### src/hw/rtl/rprf_pkg.sv
`timescale 1ns / 1ps

package rprf_pkg;

	// Row geometry and store sizes.
	localparam int MAX_WIDTH = 512;
	localparam int TAP_DEPTH = 2 * MAX_WIDTH - 1;
	localparam int COL_AW    = $clog2(MAX_WIDTH);
	localparam int TAP_AW    = $clog2(TAP_DEPTH);
	localparam int CNT_W     = $clog2(MAX_WIDTH + 1);

	// Fixed field widths of the ports.
	localparam int CMD_W     = 2;
	localparam int TAP_IDX_W = 10;
	localparam int COEF_W    = 32;
	localparam int COL_W     = 9;
	localparam int SMP_W     = 24;
	localparam int WGT_W     = 17;
	localparam int AW_W      = 10;

	localparam logic [AW_W-1:0] AW_RESET = AW_W'(512);

	// Command codes.
	localparam logic [CMD_W-1:0] CMD_TAP  = 2'd0;
	localparam logic [CMD_W-1:0] CMD_COL  = 2'd1;
	localparam logic [CMD_W-1:0] CMD_CALC = 2'd2;

	// Datapath widths: one signed 32 x 25 multiplier and a wide accumulator.
	localparam int MUL_B_W   = SMP_W + 1;
	localparam int PROD_W    = COEF_W + MUL_B_W;
	localparam int ACC_W     = PROD_W + $clog2(MAX_WIDTH);
	localparam int RND_SHIFT = 19;
	localparam int OUT_SHIFT = 16;
	localparam int S20_W     = ACC_W - RND_SHIFT;
	localparam int SPLIT     = SMP_W;

	localparam logic signed [ACC_W-1:0] RND_BIAS = ACC_W'(1 << (RND_SHIFT - 1));
	localparam logic signed [ACC_W-1:0] OUT_BIAS = ACC_W'(1 << (OUT_SHIFT - 1));

	// Operand pairing of the shared multiplier.
	typedef enum logic [1:0] {
		OP_MAC,
		OP_LO,
		OP_HI
	} rprf_op_t;

	// Sequencer states.
	typedef enum logic [2:0] {
		ST_IDLE,
		ST_MAC,
		ST_DRAIN,
		ST_ROUND,
		ST_LO,
		ST_HI,
		ST_SETTLE,
		ST_DONE
	} rprf_state_t;

	// Control from the sequencer to the multiply-accumulate unit.
	typedef struct packed {
		logic     issue;
		rprf_op_t sel;
		logic     acc_clear;
		logic     round;
	} rprf_ctrl_t;

endpackage

### src/hw/rtl/rprf_seq.sv
`timescale 1ns / 1ps

module rprf_seq (
	input  logic                         clk,
	input  logic                         arst_n,
	input  logic                         in_valid,
	input  logic [rprf_pkg::CMD_W-1:0]   cmd,
	input  logic [rprf_pkg::COL_W-1:0]   column,
	input  logic [rprf_pkg::AW_W-1:0]    active_width,
	input  logic                         out_free,
	output logic                         in_ready,
	output rprf_pkg::rprf_ctrl_t         ctrl,
	output logic                         rd_re,
	output logic [rprf_pkg::TAP_AW-1:0]  tap_raddr,
	output logic [rprf_pkg::COL_AW-1:0]  smp_raddr,
	output logic                         wgt_re,
	output logic [rprf_pkg::COL_AW-1:0]  wgt_raddr,
	output logic                         done,
	output logic [rprf_pkg::COL_AW-1:0]  col_out
);

	import rprf_pkg::*;

	rprf_state_t       state_q;
	rprf_state_t       state_d;
	logic [COL_AW-1:0] col_q;
	logic [TAP_AW-1:0] ti_q;
	logic [CNT_W-1:0]  cnt_q;
	logic [CNT_W-1:0]  eff_q;
	logic [CNT_W-1:0]  eff_c;
	logic              dcnt_q;
	logic              start;

	// Width in use, limited to the row size.
	assign eff_c = (32'(active_width) > MAX_WIDTH) ? CNT_W'(MAX_WIDTH) : CNT_W'(active_width);
	assign start = in_valid && (state_q == ST_IDLE) && (cmd == CMD_CALC)
		&& (32'(column) < MAX_WIDTH);

	// Next state.
	always_comb begin
		state_d = state_q;
		unique case (state_q)
			ST_IDLE: begin
				if (start) begin
					state_d = (eff_c == '0) ? ST_DRAIN : ST_MAC;
				end
			end
			ST_MAC: begin
				if (cnt_q == eff_q - CNT_W'(1)) begin
					state_d = ST_DRAIN;
				end
			end
			ST_DRAIN: begin
				if (dcnt_q) begin
					state_d = ST_ROUND;
				end
			end
			ST_ROUND:  state_d = ST_LO;
			ST_LO:     state_d = ST_HI;
			ST_HI:     state_d = ST_SETTLE;
			ST_SETTLE: begin
				if (dcnt_q) begin
					state_d = ST_DONE;
				end
			end
			ST_DONE: begin
				if (out_free) begin
					state_d = ST_IDLE;
				end
			end
			default: state_d = ST_IDLE;
		endcase
	end

	// Outputs decoded from the state.
	always_comb begin
		in_ready       = 1'b0;
		ctrl.issue     = 1'b0;
		ctrl.sel       = OP_MAC;
		ctrl.acc_clear = 1'b0;
		ctrl.round     = 1'b0;
		rd_re          = 1'b0;
		wgt_re         = 1'b0;
		done           = 1'b0;
		unique case (state_q)
			ST_IDLE: begin
				in_ready       = 1'b1;
				ctrl.acc_clear = start;
				wgt_re         = start;
			end
			ST_MAC: begin
				ctrl.issue = 1'b1;
				rd_re      = 1'b1;
			end
			ST_ROUND: ctrl.round = 1'b1;
			ST_LO: begin
				ctrl.issue = 1'b1;
				ctrl.sel   = OP_LO;
			end
			ST_HI: begin
				ctrl.issue = 1'b1;
				ctrl.sel   = OP_HI;
			end
			ST_DONE: done = 1'b1;
			ST_DRAIN, ST_SETTLE: begin
			end
			default: begin
			end
		endcase
	end

	// State register.
	always_ff @(posedge clk or negedge arst_n) begin
		if (!arst_n) begin
			state_q <= ST_IDLE;
			dcnt_q  <= 1'b0;
		end else begin
			state_q <= state_d;
			if ((state_q == ST_DRAIN) || (state_q == ST_SETTLE)) begin
				dcnt_q <= !dcnt_q;
			end else begin
				dcnt_q <= 1'b0;
			end
		end
	end

	// Column walk: sample index counts up while the tap index counts down.
	always_ff @(posedge clk) begin
		if (start) begin
			col_q <= COL_AW'(column);
			ti_q  <= TAP_AW'(32'(column) + MAX_WIDTH - 1);
			cnt_q <= '0;
			eff_q <= eff_c;
		end else if (state_q == ST_MAC) begin
			cnt_q <= cnt_q + CNT_W'(1);
			ti_q  <= ti_q - TAP_AW'(1);
		end
	end

	assign tap_raddr = ti_q;
	assign smp_raddr = cnt_q[COL_AW-1:0];
	assign wgt_raddr = COL_AW'(column);
	assign col_out   = col_q;

endmodule

### config.mk
export PLATFORM = sky130hd
export DESIGN_NAME = rprf_seq
export DESIGN_NICKNAME = d
export VERILOG_FILES = /design/src/hw/rtl/rprf_pkg.sv /design/src/hw/rtl/rprf_seq.sv
export SDC_FILE = /design/constraint.sdc
export NUM_CORES = 1
export LEC_CHECK = 0
export BUFFER_PORTS_ARGS = -buffer_cell sky130_fd_sc_hd__buf_2
export CAP_MARGIN = 15
export CORE_MARGIN = 8
export CORE_UTILIZATION = 23
export DETAILED_ROUTE_END_ITERATION = 8
export HOLD_SLACK_MARGIN = 0.1
export PLACE_DENSITY_LB_ADDON = 0.25
export SYNTH_ARGS = -nofsm -noshare
export SYNTH_HDL_FRONTEND = slang
export SYNTH_SLANG_ARGS = --single-unit
### constraint.sdc
create_clock -name clk -period 2.25 [get_ports clk]
set_input_delay 0.675 -clock clk [delete_from_list [all_inputs] [get_ports clk]]
set_output_delay 0.675 -clock clk [all_outputs]
set_load 0.02 [all_outputs]
==> metrics.md, run 1 <==
| Metric | Value |
|---|---|
| Core Box Area | between 10000 and 15000 um2 |
| Share of cells above drive strength 1 | 32.2% |
| WP buf/inv | 0 |
| Synthesized Nets | 274 |
| Top cells by count, synth | edfxtp_1 (29), nor2_1 (26), xor2_1 (23), nand2_1 (21), buf_4 (19) |
| Initial drt markers | 63 |
| Part of the power in registers | 44.8% |
| Post-DRT Antenna Nets | 0 |
| Post-layout min period | 2.15 ns |
| Max Fclk | 466 MHz |
| Crit-path max FO | 3 |
| Startpoint Class | flip-flop |
| Num Clock Sinks | 43 |
| Max-slew violations | 0 |
| Number of remaining DRC errors | 0 |
| Most frequent cell after synthesis | edfxtp_1 |
| Hold/Removal Path Class | input port to async pin |
| Endpoints failing hold | 0 |
| RePlAce Congestion | 0.753 |
| Design area | 3010 um2 |
| Cell area after synthesis | 2460 um2 |
| Tcrit/Tclk final | 95.5% |
| Largest net degree at the start of global routing | 39 |
| Vias per cell | 4.32 |
| Post-Syn Instances | 245 |
| Root Driver | clkbuf_8 |
| Per-cell routed wire length | 14.4 um |
| Total track usage | between 8 and 9% |
| Post CTS Setup Buffer Count | 0 |
| Max-cap violations | 0 |
| Critical Path Sink Type | flip-flop |
| Peak VDD IR | ~0.4 mV |
| Sequential area share after synthesis | 47.7% |
| Post-synth top area share | 35.4% |
| Diode count | 0 |
| Cell Area, Placed | 2910 um2 |
| Cts repair resizes | 0 |
| Starting Density | 23.7% |
| Gr ovfl total | 0 |
| Unrepaired setup endpoints after global routing | false |
| Crit path max-delay cell type | or4_4 |
| Worst path max stage delay | 0.58 ns |
| Pre-CTS setup slack | 0.00328 ns |
| CP cell instances | or4_4 -> nor4_4 -> mux2_1 -> a31oi_1 -> o2111ai_1 -> and3_1 |
| Top cells by area, synth | edfxtp_1 (35%), xor2_1 (8.2%), dfxtp_1 (8.1%), buf_4 (5.8%), xnor2_1 (4.3%) |
| Yosys warnings | 0 |
| Hold WS | 0.159 ns |
| # hold bufs at CTS | 0 |
| Number of H-tree branching levels | 2 |
| Async SR Flop Fraction | 9.30% |
| Rows | 37 |
| CTS tree | yes |
| First-pass DRT Iterations | 4 |
| P_int | 1.72 mW |
| First-pass GRT wire length | 10400 um |
| Port Buffers | 70 |
| Vias in the first global route | 2033 |
| Final WS setup | a little over 0.1 ns |
| Die area | 14200 um2 |
| Io pins | 71 |
| Max clock buf depth | 2 |
| Post-DP HPWL | 4980 um |
| Initial antenna violation count | 0 |
| Worst relative slew slack | 70.9% |
| Area Growth Syn to Fin | 22.5% |
| Delay-heaviest family, CP | simple AND/OR/NAND/NOR gates |
| Setup violations, final | 0 |
| Clock power frac | 17.5% |
| Most used flip-flop cell after synthesis | edfxtp_1 |
| Worst Clk Skew | 0.00778 ns |
| Synth area leader | edfxtp_1 |
| Flop-to-flop setup slack | between 0.1 and 0.15 ns |
| Sw Pwr | 1.21 mW |
| Crit path DAT | 2.34 ns |
| Worst-Skew Late Latency | 0.29 ns |
| Slew of the pin with the lowest slew margin | 0.433 ns |
| CTS Buf Count | 5 |
| Total Wirelength | between 6000 and 7000 um |
| Crit path required time | 2.44 ns |
| Fillers | 1141 |
| Gate power share | a little under two fifths |
| CTS clk-pin slew, worst paths | 0.09 ns |
| Unique masters post-synth | 40 |
| P_leak | 1.20 nW |
| #FFs+latches synth | 43 |
| Critical path class | flip-flop to flip-flop |
| Total power | 2.93 mW |
| Chip height | ~120 um |
| Sw Share | 41.4% |
| Final #Nets | 335 |
| Number of enable flip-flop cells after synthesis | 29 |
| Die Wd | ~120 um |
| Pwr Density | ~1000 nW/um2 |
| Fin Setup TNS | 0 ns |
| Run status | finished clean |
| Syn Area/Cell | 10.0 um2 |
| Via Count | roughly 1900 |
state kept, by name, indices dropped and copies added (netlist names):
name and count:
tap_raddr 10, cnt_q 10, dcnt_q 1, eff_q 10, state_q 3, col_out 9
kinds of logic (layout without fill, tap and decap cells):
kind of cell / count (synthesis) / count (layout) / share of synthesized area [%]
flip-flops: 43 / 43 / 47.7
XOR/XNOR: 35 / 35 / 12.5
buffers and inverters: 35 / 97 / 8.30
multiplexers: 5 / 5 / 2.14
adder cells (fa/ha/maj): 4 / 4 / 2.04
AO/OA/AOI/OAI: 20 / 20 / 4.58
AND/OR/NAND/NOR: 103 / 103 / 22.8
worst paths after layout:
check	cells after the start	startpoint	to
worst max register to register	6	eff_q[0]$_DFFE_PP_	state_q[0]$_DFFE_PN0P_
worst max-delay path	6	eff_q[0]$_DFFE_PP_	state_q[0]$_DFFE_PN0P_
min in group clk	1	dcnt_q$_DFF_PN0_	dcnt_q$_DFF_PN0_
max in group asynchronous	1	arst_n	state_q[0]$_DFFE_PN0P_
worst min register to register	1	dcnt_q$_DFF_PN0_	dcnt_q$_DFF_PN0_
worst min-delay path	1	arst_n	dcnt_q$_DFF_PN0_
cell usage in the layout, fill, tap and decap left out, types with 4 or more instances in the layout:
| master | synthesis | routed |
|---|---|---|
| nand3b_1 | 4 | 4 |
| dfrtp_1 | 4 | 4 |
| xnor2_1 | 12 | 12 |
| nand2_1 | 21 | 21 |
| a31oi_1 | 5 | 5 |
| nor2b_1 | 7 | 7 |
| edfxtp_1 | 29 | 29 |
| o21ai_0 | 7 | 7 |
| nor3_1 | 9 | 9 |
| dfxtp_1 | 10 | 10 |
| nor2_1 | 26 | 26 |
| buf_4 | 19 | 10 |
| clkbuf_8 | 0 | 5 |
| inv_1 | 8 | 8 |
| xor2_1 | 23 | 23 |
| ha_1 | 4 | 4 |
| a21oi_1 | 6 | 6 |
| nand3_1 | 4 | 4 |
| buf_2 | 1 | 70 |
| nor3b_1 | 4 | 4 |
| and3_1 | 6 | 6 |
metal layers:
| layer | part of all wire (%) | wire, um | GRT usage, % |
|---|---|---|---|
| met1 | 45 | 2860 | 10.7 |
| met2 | 48 | 3080 | 15.3 |
| met3 | 6.7 | 427 | 3.26 |
| met4 | 0.36 | 23 | 1.41 |
| met5 | 0 | 0 | 0 |
per-stage QoR:
step,util (%),instances
2_1_floorplan,-,245
3_3_place_gp,28.1,435
3_5_place_dp,28.1,435
4_1_cts,29.0,443
5_1_grt,29.0,443
6_report,29.0,443
final cells by class:
cell class	count	area, um2	share of cell area [%]
timing repair buffer	81	445	14.8
tap	136	170	5.65
multi-input combinational	167	1100	36.6
clock inverter	3	23.8	0.790
sequential	43	1170	38.9
clock buffer	5	68.8	2.29
inverter	8	30.0	0.998
power by group through the flow:
stage	Clock (mW)	Sequential (mW)	Combinational, mW
2_1_floorplan	0	1.25	0.901
3_3_place_gp	0	1.33	1.10
5_1_grt	0.567	1.36	1.22
3_5_place_dp	0	1.33	1.11
4_1_cts	0.541	1.32	1.12
6_report	0.514	1.31	1.10
Note: power is estimated with default switching activity, not from simulation.
==> run 2, diff against run 1 <==
--- a/config.mk
+++ b/config.mk
@@ -5,6 +5,7 @@
 export SDC_FILE = /design/constraint.sdc
 export NUM_CORES = 1
 export LEC_CHECK = 0
+export ABC_AREA = 1
 export BUFFER_PORTS_ARGS = -buffer_cell sky130_fd_sc_hd__buf_2
 export CAP_MARGIN = 15
 export CORE_MARGIN = 8
==> metrics.md, run 2 <==
| Metric | Value |
|---|---|
| Top cells by area, synth | edfxtp_1 (32%), nand2_1 (10%), nor2_1 (7.7%), dfxtp_1 (7.4%), inv_1 (7.0%) |
| Wl on met1 | 3270 um (+14%) |
| Synthesized Nets | 380 (+39%) |
| Max-slew violations | 0 (unchanged) |
| Syn Area/Cell | 7.75 um2 (-23%) |
| P_leak | 1.56 nW (+30%) |
| Most frequent cell after synthesis | nand2_1 |
| Gate power share | 41.4% (+3.7 points) |
| Die Wd | 125 um (+4.5%) |
| Sw Pwr | 1.43 mW (+17%) |
| CTS tree | yes |
| Vias per cell | 4.26 (-1.5%) |
| Share of cells above drive strength 1 | 25.4% (-6.8 points) |
| Unique masters post-synth | 35 (-13%) |
| Async SR Flop Fraction | 9.30% (unchanged) |
| Tcrit/Tclk final | 94.1% (-1.3 points) |
| Final #Nets | 441 (+32%) |
| Worst-Skew Late Latency | 0.28 ns (about the same) |
| Peak VDD IR | 0.552 mV (+36%) |
| WP buf/inv | 2 (+2) |
| Io pins | 71 (unchanged) |
| Per-cell routed wire length | 12.5 um (-14%) |
| Cell area after synthesis | 2720 um2 (+11%) |
| Routed wl met3 | 262 um (-39%) |
| Max Fclk | 472 MHz (+1.4%) |
| Synth area leader | edfxtp_1 |
| Sequential area share after synthesis | 43.1% (-4.6 points) |
| Max clock buf depth | 2 (unchanged) |
| Yosys warnings | 0 (unchanged) |
| Area Growth Syn to Fin | 21.0% |
| Fin Setup TNS | 0 ns (unchanged) |
| DR WL met2 | 3340 um (+8.7%) |
| Rows | 39 (+5.4%) |
| Post-Syn Instances | 351 (+43%) |
| Top cells by count, synth | nand2_1 (75), nor2_1 (56), inv_1 (51), edfxtp_1 (29), nand3_1 (20) |
| Top Layer Used | met4 |
| Largest family of logic cells by synthesized area | simple AND/OR/NAND/NOR gates |
| Number of remaining DRC errors | 0 (unchanged) |
| Initial drt markers | 96 (+52%) |
| Total power | 3.42 mW (+17%) |
| First-pass DRT Iterations | 4 (unchanged) |
| CP cell instances | inv_1 -> a21oi_1 -> buf_2 |
| Starting Density | 23.7% (+0.024 points) |
| Run status | finished clean |
| Sw Share | 41.7% (+0.26 points) |
| Crit path required time | 1.57 ns (-0.87 ns) |
| Most common cell after layout, fill and taps aside | nand2_1 |
| Most frequent cells in the layout | nand2_1 (75), buf_2 (68), nor2_1 (56), inv_1 (50), edfxtp_1 (29) |
| Unrepaired setup endpoints after global routing | false |
| Multiplexer share of the synthesized area | 0.368% (-1.8 points) |
| Port Buffers | 70 (unchanged) |
| Die area | 15600 um2 (+9.2%) |
| Critical Path Sink Type | primary output |
| Max-cap violations | 0 (unchanged) |
| Vias in the first global route | 2356 (+16%) |
| Num Clock Sinks | 43 (unchanged) |
| Gr ovfl total | 0 (unchanged) |
| Crit path DAT | 1.44 ns (-0.90 ns) |
| Hold/Removal Path Class | input port to async pin |
| Worst path max stage delay | 0.64 ns (+0.06 ns) |
| Initial antenna violation count | 0 (unchanged) |
| Most used flip-flop cell after synthesis | edfxtp_1 |
| Setup violations, final | 0 (unchanged) |
| Post-DRT Antenna Nets | 0 (unchanged) |
| Post-DP HPWL | 5710 um (+15%) |
| Post-layout min period | 2.12 ns (-0.0302 ns) |
| Clock power frac | 20.5% (+3.0 points) |
| Pwr Density | 1040 nW/um2 (+6.7%) |
| Core Box Area | 11500 um2 (+11%) |
| Total track usage | 8.91% (-0.035 points) |
| #FFs+latches synth | 43 (unchanged) |
| Post-synth top area share | 32.0% (-3.4 points) |
| Slew of the pin with the lowest slew margin | 0.476 ns (+0.0433 ns) |
| Number of H-tree branching levels | 2 (unchanged) |
| Critical path class | flip-flop to primary output |
| Total Wirelength | 6930 um (+8.4%) |
| Compound-cell area share of the yosys netlist | 8.65% (+4.1 points) |
| Crit path max-delay cell type | dfrtp_1 |
| RePlAce Congestion | 0.803 (+6.6%) |
| Root Driver | clkbuf_16 |
| Part of the power in registers | 38.2% (-6.6 points) |
| Number of enable flip-flop cells after synthesis | 29 (unchanged) |
| Largest net degree at the start of global routing | 18 (-54%) |
| Delay-heaviest family, CP | flip-flops |
| CTS clk-pin slew, worst paths | 0.06 ns (-0.03 ns) |
| Chip height | 125 um (+4.5%) |
| Via Count | 2366 (+24%) |
| Xor/xnor share of the synthesized area | 2.90% (-9.6 points) |
| Worst relative slew slack | 68.3% (-2.6 points) |
| Endpoints failing hold | 0 (unchanged) |
| Worst Clk Skew | 0.00778 ns (-0.00000247 ns) |
| Post-Synth Adder-Cell Area | 1.84% (-0.20 points) |
| Crit-path max FO | 8 (+5) |
| Synth Area in Simple Gates | 29.4% (+6.6 points) |
| CTS Buf Count | 5 (unchanged) |
| Diode count | 0 (unchanged) |
| P_int | 1.99 mW (+16%) |
| Startpoint Class | flip-flop |
| First-pass GRT wire length | 11600 um (+11%) |
[run 2: changes by cell type after synthesis, moves of 6 or more]
cell / change
nor2_1: +30
and3_1: -6
xnor2_1: -8
o21ai_0: +11
nand3_1: +16
a21oi_1: +6
nand2_1: +54
xor2_1: -18
nor2b_1: -7
clkbuf_1: -6
inv_1: +43
[run 2: layer usage]
layer,vias up,global-route usage [%]
met5,-,0
met1,1087,10.8
met4,0,2.76
met3,2,1.91
met2,39,15.3
li1,1238,-
[run 2: path summary, 6_finish.rpt]
path                       slack, ns                    from  cells after the start                endpoint
setup / recovery                0.13  state_q[0]$_DFFE_PN0P_                      3                 ctrl[4]
hold / removal                  0.19                  arst_n                      1  state_q[0]$_DFFE_PN0P_
setup reg to reg                0.32      eff_q[0]$_DFFE_PP_                     13  state_q[0]$_DFFE_PN0P_
hold reg to reg                 0.43        dcnt_q$_DFF_PN0_                      1        dcnt_q$_DFF_PN0_
max in group asynchronous       1.93                  arst_n                      1  state_q[2]$_DFFE_PN0P_
min in group clk                0.43        dcnt_q$_DFF_PN0_                      1        dcnt_q$_DFF_PN0_
[run 2: power by group through the flow]
| stage | registers [mW] | logic, mW | clock network, mW |
|---|---|---|---|
| 6_report | 1.30 | 1.41 | 0.700 |
| 5_1_grt | 1.34 | 1.60 | 0.747 |
| 4_1_cts | 1.33 | 1.39 | 0.730 |
| 3_5_place_dp | 1.34 | 1.38 | 0 |
| 3_3_place_gp | 1.34 | 1.38 | 0 |
| 2_1_floorplan | 1.36 | 0.982 | 0 |
[run 2: cell families (layout without fill, tap and decap cells)]
family	Yosys count	after routing
buffers and inverters	78	140
flip-flops	43	43
XOR/XNOR	9	9
AND/OR/NAND/NOR	175	175
adder cells (fa/ha/maj)	4	4
multiplexers	1	1
AO/OA/AOI/OAI	41	41
[run 2: final cells by class]
| class | instances | area (um2) |
|---|---|---|
| fill | 1221 | 8180 |
| multi-input combinational | 230 | 1170 |
| sequential | 43 | 1170 |
| timing repair buffer | 78 | 415 |
| inverter | 54 | 208 |
| tap | 143 | 179 |
| clock buffer | 6 | 129 |
| clock inverter | 2 | 12.5 |
[run 2: metrics by stage]
| stage | std cells | setup WS (ns) | hold slack [ns] | cell area (um2) | util [%] |
|---|---|---|---|---|---|
| after floorplan | 351 | 0.126 | 0.379 | 2720 | - |
| after global placement | 544 | 0.294 | 0.429 | 3110 | 27.1 |
| after detailed placement | 544 | 0.284 | 0.423 | 3110 | 27.1 |
| after CTS | 552 | 0.00822 | 0.185 | 3260 | 28.4 |
| after global routing | 556 | 0.0175 | 0.185 | 3290 | 28.7 |
| final | 556 | 0.133 | 0.190 | 3290 | 28.7 |
[run 2: repair_timing]
item / in CTS / in global routing
endpoints found under the setup margin: 2 / 2
pin swaps: 0 / 1
setup buffers: 0 / 4
gates resized for setup: 1 / 4
hold buffers: 0 / 0
